==> config.mk <==
export PLATFORM = sky130hd
export DESIGN_NAME = guarded_transition_selector_flat
export DESIGN_NICKNAME = d
export VERILOG_FILES = /design/src/rtl/core/gts_pkg.sv /design/src/rtl/core/gts_if.sv /design/src/rtl/core/guarded_transition_selector.sv /design/src/rtl/core/gts_ram.sv /design/src/rtl/core/gts_cell.sv /design/src/rtl/core/gts_eval.sv /design/src/flat_wrapper.sv
export SDC_FILE = /design/constraint.sdc
export NUM_CORES = 2
export LEC_CHECK = 0
export BUFFER_PORTS_ARGS = -buffer_cell sky130_fd_sc_hd__buf_2
export CAP_MARGIN = 40
export CORE_ASPECT_RATIO = 0.7
export CORE_MARGIN = 2
export CORE_UTILIZATION = 35
export DETAILED_ROUTE_END_ITERATION = 6
export PLACE_DENSITY_LB_ADDON = 0.3
export SKIP_CTS_REPAIR_TIMING = 1
export SLEW_MARGIN = 20
export SYNTH_ARGS = -nofsm -noshare
export SYNTH_HDL_FRONTEND = slang
export SYNTH_SLANG_ARGS = --single-unit
==> constraint.sdc <==
create_clock -name clk -period 13.2 [get_ports clk]
set_input_delay 2.64 -clock clk [delete_from_list [all_inputs] [get_ports clk]]
set_output_delay 2.64 -clock clk [all_outputs]
set_load 0.02 [all_outputs]
==> src/rtl/core/gts_pkg.sv <==
// ----------------------------------------------------------------------------
// gts_pkg
// Shared types, field widths and codes for the guarded transition selector.
// ----------------------------------------------------------------------------
package gts_pkg;

  localparam int TR_ENTRIES    = 16;
  localparam int TR_W          = $clog2(TR_ENTRIES);
  localparam int COND_PER      = 4;
  localparam int PARAM_ENTRIES = 16;

  localparam int CSLOT_W = 2;
  localparam int STATE_W = 4;
  localparam int TIME_W  = 17;
  localparam int RANK_W  = 16;
  localparam int CNT_W   = 3;
  localparam int PSLOT_W = 4;
  localparam int KIND_W  = 3;
  localparam int LEVEL_W = 32;

  localparam logic [1:0] OP_HDR   = 2'd0;
  localparam logic [1:0] OP_COND  = 2'd1;
  localparam logic [1:0] OP_PARAM = 2'd2;
  localparam logic [1:0] OP_QUERY = 2'd3;

  localparam logic [KIND_W-1:0] CMP_EQ = 3'd0;
  localparam logic [KIND_W-1:0] CMP_NE = 3'd1;
  localparam logic [KIND_W-1:0] CMP_LT = 3'd2;
  localparam logic [KIND_W-1:0] CMP_LE = 3'd3;
  localparam logic [KIND_W-1:0] CMP_GT = 3'd4;
  localparam logic [KIND_W-1:0] CMP_GE = 3'd5;

  typedef struct packed {
    logic [1:0]                operation;
    logic [3:0]                transition_slot;
    logic [CSLOT_W-1:0]        condition_slot;
    logic [STATE_W-1:0]        state_code;
    logic                      uses_exit_time;
    logic [TIME_W-1:0]         time_value;
    logic signed [RANK_W-1:0]  rank;
    logic [CNT_W-1:0]          condition_count;
    logic [PSLOT_W-1:0]        parameter_slot;
    logic [KIND_W-1:0]         compare_kind;
    logic                      is_flag;
    logic signed [LEVEL_W-1:0] operand_value;
  } in_word_t;

  typedef struct packed {
    logic       found;
    logic [3:0] transition_number;
  } out_word_t;

  typedef struct packed {
    logic [PSLOT_W-1:0]        param;
    logic [KIND_W-1:0]         kind;
    logic                      is_flag;
    logic signed [LEVEL_W-1:0] operand;
  } cond_t;

  typedef struct packed {
    logic                     valid;
    logic [STATE_W-1:0]       source;
    logic                     uses_exit;
    logic [TIME_W-1:0]        exit_point;
    logic signed [RANK_W-1:0] rank;
    logic [CNT_W-1:0]         count;
    cond_t [COND_PER-1:0]     conds;
  } trans_t;

  typedef struct packed {
    logic                     hdr_we;
    logic                     cond_we;
    logic [TR_W-1:0]          slot;
    logic [CSLOT_W-1:0]       cslot;
    logic [STATE_W-1:0]       source;
    logic                     uses_exit;
    logic [TIME_W-1:0]        exit_point;
    logic signed [RANK_W-1:0] rank;
    logic [CNT_W-1:0]         count;
    cond_t                    cond;
  } tbl_wr_t;

  typedef struct packed {
    logic                      is_flag;
    logic signed [LEVEL_W-1:0] level;
  } param_t;

  localparam int PARAM_W = $bits(param_t);

endpackage

==> src/rtl/core/gts_if.sv <==
// ----------------------------------------------------------------------------
// gts_if
// Valid/ready channels for query and write words in, selection words out.
// ----------------------------------------------------------------------------
interface gts_in_if;
  logic               valid;
  logic               ready;
  gts_pkg::in_word_t  word;

  modport source (output valid, output word, input ready);
  modport sink   (input valid, input word, output ready);
endinterface

interface gts_out_if;
  logic               valid;
  logic               ready;
  gts_pkg::out_word_t word;

  modport source (output valid, output word, input ready);
  modport sink   (input valid, input word, output ready);
endinterface

==> src/rtl/core/guarded_transition_selector.sv <==
// ----------------------------------------------------------------------------
// guarded_transition_selector
// Write words are accepted whenever the selector is idle. A query is taken
// only when idle, and no word is accepted until its result word is loaded.
// The scan is paced by the transition ring: one entry reaches the evaluator
// per cycle, with one parameter RAM copy per condition lane.
// Synchronous active-low reset clears transition and parameter valid bits.
// ----------------------------------------------------------------------------
module guarded_transition_selector (
  input logic       clk,
  input logic       rst_n,
  gts_in_if.sink    in_chan,
  gts_out_if.source out_chan
);
  import gts_pkg::*;

  localparam logic [1:0] ST_IDLE = 2'd0;
  localparam logic [1:0] ST_SCAN = 2'd1;
  localparam logic [1:0] ST_DONE = 2'd2;

  localparam logic [TR_W:0] SCAN_END = (TR_W + 1)'(TR_ENTRIES);

  logic [1:0]               state_r;
  logic [TR_W:0]            cnt_r;
  logic [STATE_W-1:0]       q_state_r;
  logic [TIME_W-1:0]        q_time_r;
  logic                     out_vld_r;
  out_word_t                out_r;
  logic [PARAM_ENTRIES-1:0] present_r;

  in_word_t w;
  logic     in_acc;
  logic     start;
  logic     param_we;
  logic     shift_en;
  logic     out_load;
  tbl_wr_t  wr;
  trans_t   ring [TR_ENTRIES];
  param_t   param_rd [COND_PER];
  param_t   param_wdata;
  logic     best_found;
  logic [TR_W-1:0] best_idx;

  assign w        = in_chan.word;
  assign in_chan.ready = (state_r == ST_IDLE);
  assign in_acc   = in_chan.valid && (state_r == ST_IDLE);
  assign start    = in_acc && (w.operation == OP_QUERY);
  assign param_we = in_acc && (w.operation == OP_PARAM);
  assign shift_en = (state_r == ST_SCAN) && (cnt_r < SCAN_END);
  assign out_load = (state_r == ST_DONE) && (!out_vld_r || out_chan.ready);

  always_comb begin
    wr.hdr_we       = in_acc && (w.operation == OP_HDR);
    wr.cond_we      = in_acc && (w.operation == OP_COND);
    wr.slot         = TR_W'(w.transition_slot);
    wr.cslot        = w.condition_slot;
    wr.source       = w.state_code;
    wr.uses_exit    = w.uses_exit_time;
    wr.exit_point   = w.time_value;
    wr.rank         = w.rank;
    // saturate the stored count to the lanes available
    wr.count        = (w.condition_count > CNT_W'(COND_PER)) ?
                      CNT_W'(COND_PER) : w.condition_count;
    wr.cond.param   = w.parameter_slot;
    wr.cond.kind    = w.compare_kind;
    wr.cond.is_flag = w.is_flag;
    wr.cond.operand = w.operand_value;
    param_wdata.is_flag = w.is_flag;
    param_wdata.level   = w.operand_value;
  end

  // ring: each cell takes its upper neighbor, cell 0 is the head
  for (genvar i = 0; i < TR_ENTRIES; i++) begin : g_cell
    gts_cell u_cell (
      .clk       (clk),
      .rst_n     (rst_n),
      .cell_idx  (TR_W'(i)),
      .shift_en  (shift_en),
      .wr        (wr),
      .nbr_entry (ring[(i + 1) % TR_ENTRIES]),
      .entry     (ring[i])
    );
  end

  // one parameter RAM copy per condition lane
  for (genvar k = 0; k < COND_PER; k++) begin : g_par
    logic [PARAM_W-1:0] rdata;
    gts_ram #(
      .WIDTH (PARAM_W),
      .DEPTH (PARAM_ENTRIES)
    ) u_par (
      .clk   (clk),
      .we    (param_we),
      .waddr (w.parameter_slot),
      .wdata (param_wdata),
      .raddr (ring[0].conds[k].param),
      .rdata (rdata)
    );
    assign param_rd[k] = rdata;
  end

  gts_eval u_eval (
    .clk        (clk),
    .rst_n      (rst_n),
    .start      (start),
    .capture    (shift_en),
    .head       (ring[0]),
    .head_idx   (cnt_r[TR_W-1:0]),
    .param_rd   (param_rd),
    .present    (present_r),
    .q_state    (q_state_r),
    .q_time     (q_time_r),
    .best_found (best_found),
    .best_idx   (best_idx)
  );

  always_ff @(posedge clk) begin
    if (!rst_n) begin
      state_r   <= ST_IDLE;
      cnt_r     <= '0;
      out_vld_r <= 1'b0;
      present_r <= '0;
    end else begin
      if (param_we) begin
        present_r[w.parameter_slot] <= 1'b1;
      end
      if (out_load) begin
        out_vld_r <= 1'b1;
      end else if (out_chan.ready) begin
        out_vld_r <= 1'b0;
      end
      unique case (state_r)
        ST_IDLE: begin
          if (start) begin
            state_r <= ST_SCAN;
            cnt_r   <= '0;
          end
        end
        ST_SCAN: begin
          cnt_r <= cnt_r + 1'b1;
          // last staged entry is evaluated in the cycle cnt_r hits the end
          if (cnt_r == SCAN_END) begin
            state_r <= ST_DONE;
          end
        end
        ST_DONE: begin
          if (out_load) begin
            state_r <= ST_IDLE;
          end
        end
        default: state_r <= ST_IDLE;
      endcase
    end
  end

  always_ff @(posedge clk) begin
    if (start) begin
      q_state_r <= w.state_code;
      q_time_r  <= w.time_value;
    end
    if (out_load) begin
      out_r.found             <= best_found;
      out_r.transition_number <= 4'(best_idx);
    end
  end

  assign out_chan.valid = out_vld_r;
  assign out_chan.word  = out_r;

endmodule

==> src/rtl/core/gts_ram.sv <==
// ----------------------------------------------------------------------------
// gts_ram
// Generic single write port, single read port RAM with registered read.
// ----------------------------------------------------------------------------
module gts_ram #(
  parameter int WIDTH = 8,
  parameter int DEPTH = 16
) (
  input  logic                     clk,
  input  logic                     we,
  input  logic [$clog2(DEPTH)-1:0] waddr,
  input  logic [WIDTH-1:0]         wdata,
  input  logic [$clog2(DEPTH)-1:0] raddr,
  output logic [WIDTH-1:0]         rdata
);

  logic [WIDTH-1:0] mem [DEPTH];

  always_ff @(posedge clk) begin
    if (we) begin
      mem[waddr] <= wdata;
    end
    rdata <= mem[raddr];
  end

endmodule

==> src/rtl/core/gts_cell.sv <==
// ----------------------------------------------------------------------------
// gts_cell
// One transition entry of the ring: header plus its conditions. Takes the
// neighbor's entry while the ring rotates, else accepts table writes.
// ----------------------------------------------------------------------------
module gts_cell (
  input  logic                      clk,
  input  logic                      rst_n,
  input  logic [gts_pkg::TR_W-1:0]  cell_idx,
  input  logic                      shift_en,
  input  gts_pkg::tbl_wr_t          wr,
  input  gts_pkg::trans_t           nbr_entry,
  output gts_pkg::trans_t           entry
);
  import gts_pkg::*;

  trans_t entry_r;
  logic   hit;

  assign hit   = (wr.slot == cell_idx);
  assign entry = entry_r;

  always_ff @(posedge clk) begin
    if (!rst_n) begin
      entry_r.valid <= 1'b0;
    end else if (shift_en) begin
      entry_r <= nbr_entry;
    end else begin
      if (wr.hdr_we && hit) begin
        entry_r.valid      <= 1'b1;
        entry_r.source     <= wr.source;
        entry_r.uses_exit  <= wr.uses_exit;
        entry_r.exit_point <= wr.exit_point;
        entry_r.rank       <= wr.rank;
        entry_r.count      <= wr.count;
      end
      if (wr.cond_we && hit) begin
        entry_r.conds[wr.cslot] <= wr.cond;
      end
    end
  end

endmodule

==> src/rtl/core/gts_eval.sv <==
// ----------------------------------------------------------------------------
// gts_eval
// Stages the ring head, checks state, exit point and conditions against the
// parameter words read for it, and keeps the running best transition.
// ----------------------------------------------------------------------------
module gts_eval (
  input  logic                               clk,
  input  logic                               rst_n,
  input  logic                               start,
  input  logic                               capture,
  input  gts_pkg::trans_t                    head,
  input  logic [gts_pkg::TR_W-1:0]           head_idx,
  input  gts_pkg::param_t                    param_rd [gts_pkg::COND_PER],
  input  logic [gts_pkg::PARAM_ENTRIES-1:0]  present,
  input  logic [gts_pkg::STATE_W-1:0]        q_state,
  input  logic [gts_pkg::TIME_W-1:0]         q_time,
  output logic                               best_found,
  output logic [gts_pkg::TR_W-1:0]           best_idx
);
  import gts_pkg::*;

  function automatic logic cond_holds(cond_t c, param_t p, logic pres);
    logic r;
    r = 1'b0;
    if (pres && (p.is_flag == c.is_flag)) begin
      if (c.is_flag) begin
        // flags only support equality tests on bit 0
        unique case (c.kind)
          CMP_EQ:  r = (p.level[0] == c.operand[0]);
          CMP_NE:  r = (p.level[0] != c.operand[0]);
          default: r = 1'b0;
        endcase
      end else begin
        unique case (c.kind)
          CMP_EQ:  r = (p.level == c.operand);
          CMP_NE:  r = (p.level != c.operand);
          CMP_LT:  r = (p.level <  c.operand);
          CMP_LE:  r = (p.level <= c.operand);
          CMP_GT:  r = (p.level >  c.operand);
          CMP_GE:  r = (p.level >= c.operand);
          default: r = 1'b0;
        endcase
      end
    end
    return r;
  endfunction

  trans_t                   stage_r;
  logic [TR_W-1:0]          stage_idx_r;
  logic                     stage_vld_r;
  logic                     best_found_r;
  logic [TR_W-1:0]          best_idx_r;
  logic signed [RANK_W-1:0] best_rank_r;

  logic [COND_PER-1:0] cond_ok;
  logic                qualify;
  logic                take;

  always_comb begin
    for (int k = 0; k < COND_PER; k++) begin
      cond_ok[k] = (CNT_W'(k) >= stage_r.count) ||
                   cond_holds(stage_r.conds[k], param_rd[k],
                              present[stage_r.conds[k].param]);
    end
    qualify = stage_r.valid && (stage_r.source == q_state) &&
              !(stage_r.uses_exit && (q_time < stage_r.exit_point)) &&
              (&cond_ok);
    take    = stage_vld_r && qualify &&
              (!best_found_r || (stage_r.rank > best_rank_r));
  end

  always_ff @(posedge clk) begin
    if (capture) begin
      stage_r     <= head;
      stage_idx_r <= head_idx;
    end
  end

  always_ff @(posedge clk) begin
    if (!rst_n) begin
      stage_vld_r  <= 1'b0;
      best_found_r <= 1'b0;
      best_idx_r   <= '0;
    end else begin
      stage_vld_r <= capture;
      if (start) begin
        best_found_r <= 1'b0;
        best_idx_r   <= '0;
      end else if (take) begin
        best_found_r <= 1'b1;
        best_idx_r   <= stage_idx_r;
      end
    end
  end

  always_ff @(posedge clk) begin
    if (take) begin
      best_rank_r <= stage_r.rank;
    end
  end

  assign best_found = best_found_r;
  assign best_idx   = best_idx_r;

endmodule

==> src/flat_wrapper.sv <==
// flat-port wrapper written by rule: the top's interface ports become plain ports
module guarded_transition_selector_flat import gts_pkg::*;
  (clk, rst_n, in_chan_valid, in_chan_word, in_chan_ready, out_chan_valid, out_chan_word, out_chan_ready);
  gts_in_if in_chan_i ();
  gts_out_if out_chan_i ();
  input logic clk;
  input logic rst_n;
  input wire logic [$bits(in_chan_i.valid)-1:0] in_chan_valid;
  input wire logic [$bits(in_chan_i.word)-1:0] in_chan_word;
  output wire logic [$bits(in_chan_i.ready)-1:0] in_chan_ready;
  output wire logic [$bits(out_chan_i.valid)-1:0] out_chan_valid;
  output wire logic [$bits(out_chan_i.word)-1:0] out_chan_word;
  input wire logic [$bits(out_chan_i.ready)-1:0] out_chan_ready;
  assign in_chan_i.valid = in_chan_valid;
  assign in_chan_i.word = in_chan_word;
  assign in_chan_ready = in_chan_i.ready;
  assign out_chan_valid = out_chan_i.valid;
  assign out_chan_word = out_chan_i.word;
  assign out_chan_i.ready = out_chan_ready;
  guarded_transition_selector u_core (.clk(clk), .rst_n(rst_n), .in_chan(in_chan_i), .out_chan(out_chan_i));
endmodule
==> run_results.csv <==
group,metric,value,unit
synthesis,synth_async_sr_flop_share,0,%
die,io_pins,100,
worst_hold_path,hold_path_end,"u_core.u_eval.stage_r[189]",
worst_setup_path,crit_type,"reg -> reg",
clocking,numCtsBuffers,408,
route,dr.pass1.iters,6,
synthesis,synth_warnings,0,
layout,final_common_cell,"edfxtp_1",
worst_setup_path,worst_setup_path_start_kind,"flop",
synthesis,yosysUniqueCellTypes,68,
worst_setup_path,cp_slowest_stage_delay,660,ps
placed_design,portBuffers,99,
run_status,status,"finished clean",
global_route,grt_first_pass_wirelength,676000,um
worst_setup_path,critPathTopFamily,"buffers and inverters",
placed_design,dp_hpwl,291000,um
clocking,clkTransAtPathRegs,60,ps
synthesis,synth-seq-area-share,70.9,%
clocking,cts_tree,"done",
worst_hold_path,hold_depth,0,
route,ant_nets,0,
synthesis,synth.area.top_cells,"edfxtp_1 (69%), a21o_1 (14%), mux4_2 (8.7%)",
timing,skew,114,ps
synthesis,synth_edf_count,3992,
power,p_leak,0.0856,uW
layout,register_area,123000,um^2
synthesis,synth_cells,10200,
die,die_h,594,um
clocking,clk-insertion-delay-late,1040,ps
timing,fin_crit_sh,40.0,%
timing,tightest_slew,1150,ps
power,power_density,141,nW/um^2
timing,setup_viol,0,
die,core,495000,um^2
worst_setup_path,path_max_fanout,236,
synthesis,syn_nets,10500,
worst_setup_path,worstPathBufferInverterCount,7,
layout,most-common-layout-cells,"edfxtp_1 (3,992), a21o_1 (3,233), mux4_2 (674), clkbuf_16 (411), buf_4 (200)",
global_route,antenna_found_initial,70,
synthesis,syn_area,174000,um^2
timing,final.setup.tns,0,ps
die,initial_utilization,35.2,%
synthesis,synth_top_area_share,68.8,%
worst_setup_path,cp.required,13840,ps
worst_hold_path,hp-class,"reg -> reg",
worst_setup_path,rr_startpoint,"u_core.state_r[0]",
layout,final_cells,17100,
synthesis,synth.avg_cell_area,17.0,um^2
timing,slew_violations,0,
global_route,grt_start_max_net_pins,265,
worst_setup_path,timing.rr.end,"u_core.u_eval.stage_r[188]",
timing,fmax,190,MHz
route,drt_iter0_drc,12000,
layout,area_growth,13.4,%
worst_setup_path,worstPathCellList,"nor2b_1, nand2b_4, inv_8, buf_4, buf_4, buf_16, buf_12, buf_4, buf_16",
power,ir_worst_vdd,116,uV
die,fp-row-count,216,
die,die_w,847,um
worst_hold_path,hp-start,"u_core.g_cell[0].u_cell.entry[189]",
worst_setup_path,regToRegSetupSlack,7920,ps
synthesis,ys_ff_latch,4170,
route,vias,94900,
timing,slew-limit-headroom,23.1,%
placed_design,gp_congestion,0.901,
worst_setup_path,reg2regPathDepth,9,
layout,final_nets,10400,
worst_setup_path,path_common_cell,"buf_4",
global_route,grt_usage,18.1,%
timing,hold_viol,0,
worst_setup_path,cpMaxStageDelayCell,"buf_4",
layout,n_fill_cell,44500,
clocking,cts-root-buf,"clkbuf_16",
route,wl_per_cell,27.4,um
run,maxCapViolations,0,
clocking,clock_sink_count,4170,
clocking,cts_buffer_depth,4,
die,die_area,503000,um^2
route,route.detailed.drc,0,
route,drt-total-wl,470000,um
timing,rsz0062_at_grt,"false",
global_route,grt_pass1_vias,95200,
placed_design,placed_cells,16300,
clocking,cts_htree_levels,5,
layout,multi_input_area,47100,um^2
layout,drive_gt1_share,17.3,%
worst_setup_path,crit_path_end_kind,"flop",
worst_setup_path,critical_path_arrival,5920,ps
route,avgViaCountPerCell,5.54,
global_route,gr-total-overflow,0,
synthesis,ys.flop_type,"edfxtp_1",
synthesis,synth_top_cell_by_area,"edfxtp_1",
timing,period_minus_slack,5280,ps
## worst reg2reg max path: cells and delay by family (launching register included)
kind,cells,cell delay [ps]
DFF,1,380
buffers and inverters,7,3690
and+or+nand+nor,2,820
## power breakdown
group          internal (uW)  leakage (uW)  switching, uW
combinational            561        0.0412            880
sequential             14700        0.0380           80.0
clock                   6430       0.00640           5170
total                  21700        0.0856           6130
## synth_stat cells, types with 9 or more instances
cell type  number
nand2_1        60
ha_1          162
a21o_1       3233
xor2_1          9
nand3_1        23
edfxtp_1     3992
clkbuf_1      909
mux4_2        674
mux2i_1        16
buf_1          50
nor2_1        145
o21a_1         38
a211oi_1       11
and2_1        144
nand4_1        31
and2_0         19
dfxtp_1       178
nor2b_1        15
nor3_1         49
o21ai_0        43
inv_1         176
a21oi_1        76
nand2b_1       21
and3_1         43
## kinds of logic after synthesis
group	count (synthesis)	synth area share [%]
AND/OR/NAND/NOR	592	1.82
buffers and inverters	1136	2.45
adder cells (fa/ha/maj)	162	1.16
XOR/XNOR	12	0.0604
flip-flops	4170	70.9
multiplexers	693	8.85
AO/OA/AOI/OAI	3458	14.8
## per-layer routing
layer	vias up	routed length, um	track usage, %
met3	693	49400	5.41
met5	-	219	0.636
met1	50200	207000	26.7
li1	39900	-	-
met4	32	11700	4.79
met2	4052	201000	25.9
## metrics by stage
step / setup WS [ps] / area [um^2] / utilization (%) / total power, uW / hold slack, ps
final: 7920 / 198000 / 39.9 / 27800 / 415
after global routing: 7590 / 197000 / 39.9 / 28700 / 418
after CTS: 7590 / 197000 / 39.7 / 28100 / 416
after detailed placement: 7350 / 184000 / 37.1 / 16500 / 434
after global placement: 6940 / 182000 / 36.7 / 16400 / 418
after floorplan: 4070 / 174000 / - / 16000 / 408
## sequential cells by signal, summed over array words and instances (netlist names)
register / cells
u_core.u_eval.best_found: 1
u_core.u_eval.stage_r: 202
u_core.g_par.u_par.mem: 528
u_core.g_cell.u_cell.entry: 3232
u_core.q_state_r: 4
u_core.u_eval.best_rank_r: 16
u_core.out_chan.valid: 1
u_core.u_eval.stage_vld_r: 1
u_core.g_par.u_par.rdata: 132
u_core.q_time_r: 17
u_core.u_eval.best_idx: 4
u_core.state_r: 2
u_core.cnt_r: 5
u_core.u_eval.stage_idx_r: 4
u_core.out_chan.word: 5
u_core.present_r: 16
## final cells by class
| type | instances | share of cell area, % |
|---|---|---|
| flip-flops and latches | 4170 | 62.5 |
| multi-input cells | 4917 | 23.9 |
| clock buffers | 531 | 5.52 |
| well taps | 6649 | 4.21 |
| repair buffers | 431 | 2.36 |
| clock inverters | 218 | 1.14 |
| inverters | 177 | 0.340 |
| diodes | 48 | 0.0608 |
## worst max path at each step
stage                 startpoint                                   to  slack [ps]  depth (start not counted)
2_1_floorplan  u_core.state_r[0]  u_core.g_cell[10].u_cell.entry[160]        4070                          7
3_3_place_gp    in_chan_word[87]    u_core.g_par[1].u_par.mem[11][18]        6940                          6
3_5_place_dp       in_chan_valid   u_core.g_cell[5].u_cell.entry[140]        7350                          9
4_1_cts        u_core.state_r[0]            u_core.u_eval.stage_r[15]        7590                          8
5_1_grt        u_core.state_r[0]  u_core.g_cell[12].u_cell.entry[121]        7590                          9
6_report       u_core.state_r[0]           u_core.u_eval.stage_r[188]        7920                          9
Note: power is estimated with default switching activity, not from simulation.
